`src/design/operation_latency_histogram_bank_assert.svh`:
```
// Assertion macros for the latency histogram bank.
`ifndef OPERATION_LATENCY_HISTOGRAM_BANK_ASSERT_SVH
`define OPERATION_LATENCY_HISTOGRAM_BANK_ASSERT_SVH
// Implication checked at every clock edge outside reset.
`define OLHB_ASSERT_IMP(label, ante, cons, msg) \
  label: assert property (@(posedge clk) disable iff (!rst_n) (ante) |-> (cons)) \
    else $error(msg);
// Implication whose consequent is checked in the cycle after the antecedent.
`define OLHB_ASSERT_NEXT(label, ante, cons, msg) \
  label: assert property (@(posedge clk) disable iff (!rst_n) (ante) |=> (cons)) \
    else $error(msg);
`endif

```
`src/design/olhb_pkg.sv`:
```
// Package: constants and types shared by the histogram bank modules.
`timescale 1ns / 1ps
package olhb_pkg;
  localparam int SLOTS_DEF   = 6;
  localparam int BUCKETS_DEF = 32;

  localparam logic [2:0] CMD_RECORD  = 3'd0;
  localparam logic [2:0] CMD_RETRY   = 3'd1;
  localparam logic [2:0] CMD_PCTL    = 3'd2;
  localparam logic [2:0] CMD_SUMMARY = 3'd3;
  localparam logic [2:0] CMD_CLEAR   = 3'd4;

  // Commands from controller to datapath.
  typedef struct packed {
    logic load;      // capture input word, start of item
    logic clr_step;  // clear one bucket row entry / slot
    logic rec_rd;    // read bucket for record
    logic rec_wr;    // write bucket and slot stats
    logic retry;     // bump retry counter
    logic rank;      // compute rank
    logic walk_rd;   // issue bucket read for walk
    logic walk_acc;  // accumulate returned bucket
    logic out_pct;   // load percentile answer
    logic out_sum;   // load summary answer
  } olhb_cmd_t;

  // Status from datapath to controller.
  typedef struct packed {
    logic clr_done;
    logic walk_hit;
    logic walk_last;
    logic slot_ok;
    logic empty;
  } olhb_sts_t;
endpackage

```
`src/design/olhb_ctrl.sv`:
```
// Controller: sequences each command word and the output handshake.
`timescale 1ns / 1ps
module olhb_ctrl (
  input  logic                clk,
  input  logic                rst_n,
  input  logic                in_valid,
  output logic                in_ready,
  input  logic [2:0]          in_command,
  output logic                out_valid,
  input  logic                out_ready,
  output olhb_pkg::olhb_cmd_t cmd,
  input  olhb_pkg::olhb_sts_t sts,
  output logic                busy
);
  import olhb_pkg::*;

  typedef enum logic [3:0] {
    S_INIT, S_IDLE, S_DECODE, S_REC_RD, S_REC_WAIT, S_REC_WR,
    S_RANK, S_WALK_RD, S_WALK_WAIT, S_WALK_ACC, S_CLEAR
  } state_t;

  state_t state_r, state_nxt;
  logic out_valid_r, out_valid_nxt;
  logic [2:0] op_r;

  assign in_ready = (state_r == S_IDLE) && !out_valid_r;
  assign out_valid = out_valid_r;
  assign busy = (state_r != S_IDLE);

  always_comb begin
    state_nxt = state_r;
    out_valid_nxt = out_valid_r && !out_ready;
    cmd = '0;
    unique case (state_r)
      S_INIT: begin
        cmd.clr_step = 1'b1;
        if (sts.clr_done) state_nxt = S_IDLE;
      end
      S_IDLE: begin
        if (in_valid && in_ready) begin
          cmd.load = 1'b1;
          state_nxt = S_DECODE;
        end
      end
      S_DECODE: begin
        unique case (op_r)
          CMD_RECORD: state_nxt = S_REC_RD;
          CMD_RETRY: begin cmd.retry = 1'b1; state_nxt = S_IDLE; end
          CMD_PCTL: begin
            if (!sts.slot_ok || sts.empty) begin
              cmd.out_pct = 1'b1; out_valid_nxt = 1'b1; state_nxt = S_IDLE;
            end else state_nxt = S_RANK;
          end
          CMD_SUMMARY: begin cmd.out_sum = 1'b1; out_valid_nxt = 1'b1; state_nxt = S_IDLE; end
          CMD_CLEAR: state_nxt = S_CLEAR;
          default: state_nxt = S_IDLE;
        endcase
      end
      S_REC_RD:   state_nxt = S_REC_WAIT;
      S_REC_WAIT: state_nxt = S_REC_WR;
      S_REC_WR: begin cmd.rec_wr = 1'b1; state_nxt = S_IDLE; end
      S_RANK: begin cmd.rank = 1'b1; state_nxt = S_WALK_RD; end
      S_WALK_RD: begin cmd.walk_rd = 1'b1; state_nxt = S_WALK_WAIT; end
      S_WALK_WAIT: begin cmd.walk_rd = 1'b1; state_nxt = S_WALK_ACC; end
      S_WALK_ACC: begin
        if (sts.walk_hit || sts.walk_last) begin
          cmd.out_pct = 1'b1; out_valid_nxt = 1'b1; state_nxt = S_IDLE;
        end else begin
          cmd.walk_acc = 1'b1; state_nxt = S_WALK_RD;
        end
      end
      S_CLEAR: begin
        cmd.clr_step = 1'b1;
        if (sts.clr_done) state_nxt = S_IDLE;
      end
      default: state_nxt = S_IDLE;
    endcase
  end

  always_ff @(posedge clk) begin
    if (!rst_n) begin
      state_r <= S_INIT;
      out_valid_r <= 1'b0;
    end else begin
      state_r <= state_nxt;
      out_valid_r <= out_valid_nxt;
    end
    if (cmd.load) op_r <= in_command;
  end
endmodule

```
`config.mk`:
```
export PLATFORM = sky130hd
export DESIGN_NAME = olhb_ctrl
export DESIGN_NICKNAME = d
export VERILOG_FILES = /design/src/design/operation_latency_histogram_bank_assert.svh /design/src/design/olhb_pkg.sv /design/src/design/olhb_ctrl.sv
export SDC_FILE = /design/constraint.sdc
export NUM_CORES = 1
export LEC_CHECK = 0
export ABC_AREA = 1
export BUFFER_PORTS_ARGS = -buffer_cell sky130_fd_sc_hd__buf_2
export CORE_AREA = 4 4 41 43
export CTS_CLUSTER_DIAMETER = 150
export DETAILED_ROUTE_END_ITERATION = 12
export DIE_AREA = 0 0 45 47
export GPL_TIMING_DRIVEN = 0
export PLACE_DENSITY = 0.77
export SYNTH_ARGS = -nofsm -noshare
export SYNTH_HDL_FRONTEND = slang
export SYNTH_SLANG_ARGS = --single-unit
```
`constraint.sdc`:
```
create_clock -name clk -period 1.52 [get_ports clk]
set_input_delay 0.152 -clock clk [delete_from_list [all_inputs] [get_ports clk]]
set_output_delay 0.152 -clock clk [all_outputs]
set_load 0.02 [all_outputs]
```
==> qor.txt, run 1 <==
Status - complete, no violations
Initial antenna violation count - 0
Number of synthesized flops with an enable pin - 3
Number of global-route vias before repair - 512
Largest net degree at the start of global routing - 8
F_max - 688 MHz
CP Class - reg2out
Worst hold-check path type - in2reg
Power Total - 1.30 mW
Top-area cell type share of the netlist area - 0.176
Post-Syn Nets - 100
Ports - 25
Fin crit share - 0.957
CP Launch Type - flip-flop
Synthesized area per cell - 6.46 sq um
Drt drc - 0
Initial DRC count - 8
Die Ht - 47 microns
Final Max Slew Viols - 0
Final GP Congestion - 0.762
Critical path peak fanout - 7
Yosys cell types - 21
Final hold violations - 0
CTS tree - done
Final Skew - 0.00382 ns
Dpl hpwl - 1.07 mm
GRT Overall Usage - 0.139
Post-Syn Area - 568 sq um
Fin area - 802 sq um
Largest cells by area after synthesis - dfxtp_1, edfxtp_1, nand2_1
Clk Latency, worst-skew pair - 0.25 ns
Synthesized flop and latch total - 8
Port Buffer Count - 23
Leakage - 0.420 nW
Ys Warns - 0
DR vias - 626
Seq/Total Area, Yosys - 0.335
Area post-placement - 713 sq um
# clock sinks - 8
Synth Flop Type - dfxtp_1
Starting Density - 0.437
Vias/cell - 4.67
Post-synthesis async set-or-reset flop share - 0
First-pass GRT wire length - 2.09 mm
CP required - 1.37 ns
Gr ovfl total - 0
Power density cells - 1630 nW/um^2
DRT antenna net count - 0
Die area - 2120 sq um
CTS buffer count - 3
WL/cell - 10.3 microns
MaxCap Viol Count - 0
H-Tree Depth - 1
Top-count cell post-synth - nand2_1
# rows - 13
Nets@finish - 132
Unrepaired setup endpoints after global routing - true
CTS max path bufs - 2
Count of final setup violators - 0
Critical Path AT - 1.30 ns
Die W - 45 microns
Drt total wl - 1.38 mm
Minimum clock period after layout - 1.45 ns
Synth Instances - 88
Diodes inserted - 0
Maximum vdd drop - 969 uV
Clock slew at reported path FFs - 0.05 ns
Largest area contributor in the netlist - dfxtp_1
Setup crit end kind - output pin
Core area - 1300 sq um
Drt pass-1 iters - 3
Layout area overhead - 41.2%
Share of cells above drive strength 1 - 0.479
Synth top cells by count - nand2_1, inv_1, nor2_1
Clock root cell - clkbuf_4
[flip-flops by register name (all words and copies together) (netlist names)]
name / cells
out_valid: 1
op_r: 3
state_r: 4
[report_power, final]
group / internal, mW / leakage (nW) / switching, mW
logic: 0.280 / 0.334 / 0.465
registers: 0.297 / 0.0706 / 0.0899
clock network: 0.100 / 0.0150 / 0.0727
total: 0.677 / 0.420 / 0.627
[worst max-delay path, cell delays in order (launching register included)]
cell and delay (ns):
dfxtp_4 0.40, inv_2 0.05, nor2_4 0.11, nand2_2 0.08, inv_2 0.07, nand3_1 0.07
o21ai_2 0.08, buf_4 0.17
[final timing paths]
path                                     from          to  slack, ns  cells after the start
worst max-delay path               state_r[1]      cmd[1]       0.07                      7
worst min-delay path            in_command[0]     op_r[0]       0.07                      1
worst max register to register     state_r[0]     op_r[0]       0.23                      5
worst min register to register     state_r[1]  state_r[3]       0.56                      2
[metal layers]
layer / GRT usage / vias up / routed length [microns]
met3: 0.0192 / 4 / 99
met2: 0.223 / 21 / 648
met1: 0.163 / 268 / 591
li1: - / 333 / -
met5: 0 / - / 0
met4: 0.123 / 0 / 45
[cells by family after synthesis]
logic type / synth area share
DFF: 0.335
other: 0.00660
buffers and inverters: 0.145
and+or+nand+nor: 0.410
AOI/OAI and AO/OA: 0.104
[what timing repair did]
action	4_1_cts	5_1_grt
pin swaps	1	1
gates resized for setup	5	9
hold buffers	0	0
endpoints found under the setup margin	3	4
buffers inserted	1	3
[per-stage QoR]
| step | hold slack (ns) | TNS, ns | util | setup slack, ns | std cells |
|---|---|---|---|---|---|
| after detailed placement | 0.331 | 0 | 0.548 | 0.127 | 126 |
| after global placement | 0.330 | 0 | 0.548 | 0.157 | 126 |
| after CTS | 0.0591 | 0 | 0.586 | 0.00210 | 131 |
| final | 0.0689 | 0 | 0.616 | 0.0658 | 134 |
| after global routing | 0.0558 | -0.00295 | 0.616 | -0.00233 | 134 |
| after floorplan | 0.251 | 0 | - | 0.0592 | 88 |
[cell type report]
| class | instances | area, sq um |
|---|---|---|
| timing repair buffer | 27 | 153 |
| buffer | 1 | 7.51 |
| clock buffer | 4 | 26.3 |
| fill | 138 | 499 |
| sequential | 8 | 200 |
| multi-input combinational | 59 | 322 |
| inverter | 20 | 75.1 |
| tap | 15 | 18.8 |
[layout by cell type, fill, tap and decap left out]
cell	netlist	routed
nand3_1	7	7
o22ai_1	1	1
a21oi_2	2	2
nor2_4	1	3
nor3_4	0	1
nor2_1	13	11
inv_1	14	13
a21oi_1	2	2
dfxtp_4	0	2
buf_2	0	20
o211ai_1	1	1
nor3_1	3	2
clkinv_1	1	1
nand2_2	6	6
nand2_1	16	16
buf_4	1	8
clkbuf_4	0	3
nor4_1	1	1
nor2_2	3	3
clkbuf_1	0	1
a41oi_1	1	1
dfxtp_1	5	1
o21ai_2	1	1
conb_1	1	1
inv_2	5	6
dfxtp_2	0	2
edfxtp_1	3	3
(Power assumes the default switching activity.)
==> run 2: changes to the inputs <==
CORE_AREA = unset   (was 4 4 41 43)
CORE_MARGIN = 4   (was unset)
CORE_UTILIZATION = 30   (was unset)
DIE_AREA = unset   (was 0 0 45 47)
PLACE_DENSITY = 0.59   (was 0.77)
==> qor.txt, run 2 (synthesis results as in run 1) <==
Status - complete, no violations (unchanged)
Final GP Congestion - 0.796 (was 0.762)
Core area - 1760 sq um (was 1300 sq um)
Ports - 25 (unchanged)
Number of global-route vias before repair - 570 (was 512)
Maximum vdd drop - 904 uV (was 969 uV)
Drt drc - 0 (unchanged)
DRT antenna net count - 0 (unchanged)
MaxCap Viol Count - 0 (unchanged)
Share of cells above drive strength 1 - 0.454 (was 0.479)
Layout area overhead - 45.2% (was 41.2%)
Die W - 51.5 microns (was 45 microns)
Worst path cell trace - inv_4, nor2_4, nand2_4, nor3_4, buf_6 (was inv_2, nor2_4, nand2_2, inv_2, nand3_1, o21ai_2, buf_4)
Unrepaired setup endpoints after global routing - true (unchanged)
HP Start - in_command[1] (was in_command[0])
Fin crit share - 0.970 (was 0.957)
Initial antenna violation count - 0 (unchanged)
Power Total - 1.32 mW (was 1.30 mW)
Clock root cell - clkbuf_4 (unchanged)
Die area - 2650 sq um (was 2120 sq um)
H-Tree Depth - 1 (unchanged)
Dpl hpwl - 1.10 mm (was 1.07 mm)
Final hold violations - 0 (unchanged)
Crit path launch - state_r[0] (was state_r[1])
Crit-path slowest cell - dfxtp_4 (unchanged)
GRT Overall Usage - 0.114 (was 0.139)
F_max - 678 MHz (was 688 MHz)
Most frequent cells in the layout - buf_2, nand2_1, inv_1, nor2_1, nand3_1 (was buf_2, nand2_1, inv_1, nor2_1, buf_4)
CTS tree - done (unchanged)
TNS Setup - 0 ns (unchanged)
Diodes inserted - 0 (unchanged)
Initial DRC count - 17 (was 8)
Final Skew - 0.00379 ns (was 0.00382 ns)
First-pass GRT wire length - 2.30 mm (was 2.09 mm)
# rows - 15 (was 13)
# clock sinks - 8 (unchanged)
Slowest stage delay, CP - 0.39 ns (was 0.40 ns)
Final Max Slew Viols - 0 (unchanged)
Max FFs per register - 4 (unchanged)
CP required - 1.37 ns (about the same)
Power density cells - 1600 nW/um^2 (was 1630 nW/um^2)
Register name with the most flops - state_r (unchanged)
Clk Latency, worst-skew pair - 0.25 ns (about the same)
Most common cell after layout, fill and taps aside - buf_2 (unchanged)
DR vias - 631 (was 626)
Worst Reg-to-Reg Cells - 5 (unchanged)
Starting Density - 0.322 (was 0.437)
Die Ht - 51.5 microns (was 47 microns)
CTS max path bufs - 2 (unchanged)
WL/cell - 9.54 microns (was 10.3 microns)
Clock slew at reported path FFs - 0.06 ns (was 0.05 ns)
Filler cell count - 188 (was 138)
CP Launch Type - flip-flop (unchanged)
Largest net degree at the start of global routing - 8 (unchanged)
Vias/cell - 4.38 (was 4.67)
Leakage - 0.426 nW (was 0.420 nW)
FF-to-FF Start - state_r[0] (unchanged)
Port Buffer Count - 23 (unchanged)
Worst hold-check path type - in2reg (unchanged)
Critical Path AT - 1.32 ns (was 1.30 ns)
CTS buffer count - 3 (unchanged)
Minimum clock period after layout - 1.47 ns (was 1.45 ns)
Nets@finish - 132 (unchanged)
Critical path peak fanout - 5 (was 7)
Drt total wl - 1.37 mm (was 1.38 mm)
Hold path cells - 1 (unchanged)
Setup crit end kind - output pin (unchanged)
Gr ovfl total - 0 (unchanged)
CP Class - reg2out (unchanged)
Drt pass-1 iters - 4 (was 3)
Count of final setup violators - 0 (unchanged)
-- run 2: cell counts in the layout (fill, tap and decap cells not counted) --
Identical to the previous run, type by type.
-- run 2: path summary, 6_finish.rpt --
kind                                   end  slack (ns)
worst max-delay path                cmd[9]        0.05
worst min-delay path               op_r[1]        0.07
worst max register to register     op_r[2]        0.18
worst min register to register  state_r[3]        0.55
-- run 2: area by class of cell --
cell class                      instances  area, sq um  share of cell area
Buffer                                  1         7.51             0.00910
Multi-Input combinational cell         59          322               0.390
Inverter                               20         77.6              0.0941
Timing Repair Buffer                   27          160               0.194
Tap cell                               25         31.3              0.0379
Clock buffer                            4         26.3              0.0319
Sequential cell                         8          200               0.243
-- run 2: critical path: cells and delay by family (launching register included) --
kind          cells  cell delay (ns)
buf+inv           2             0.20
flops             1             0.39
simple gates      3             0.48
-- run 2: per-layer routing --
layer,up-vias,share of wire,GRT usage
met3,6,0.062,0.0229
met5,-,0,0
met4,0,0.021,0.0699
met2,21,0.47,0.184
li1,337,-,-
met1,267,0.45,0.139
-- run 2: metrics by stage --
stage	area, sq um	hold WS [ns]	setup WS [ns]	std cells	utilization
4_1_cts	767	0.0643	0.000446	140	0.435
3_5_place_dp	726	0.332	0.123	136	0.411
2_1_floorplan	579	0.251	0.0592	88	-
6_report	825	0.0703	0.0457	144	0.467
5_1_grt	825	0.0664	-0.0266	144	0.467
3_3_place_gp	726	0.330	0.136	136	0.411
-- run 2: report_power, final --
| part | internal [mW] | switching, mW | total [mW] | leakage [nW] |
|---|---|---|---|---|
| sequential | 0.297 | 0.0910 | 0.388 | 0.0706 |
| clock | 0.101 | 0.0749 | 0.175 | 0.0150 |
| combinational | 0.292 | 0.468 | 0.760 | 0.341 |
| total | 0.690 | 0.633 | 1.32 | 0.426 |
-- run 2: what timing repair did --
item / CTS / global route
buffers inserted: 0 / 4
hold buffers: 0 / 0
gates resized for setup: 5 / 10
endpoints found under the setup margin: 3 / 5
pin swaps: 0 / 2
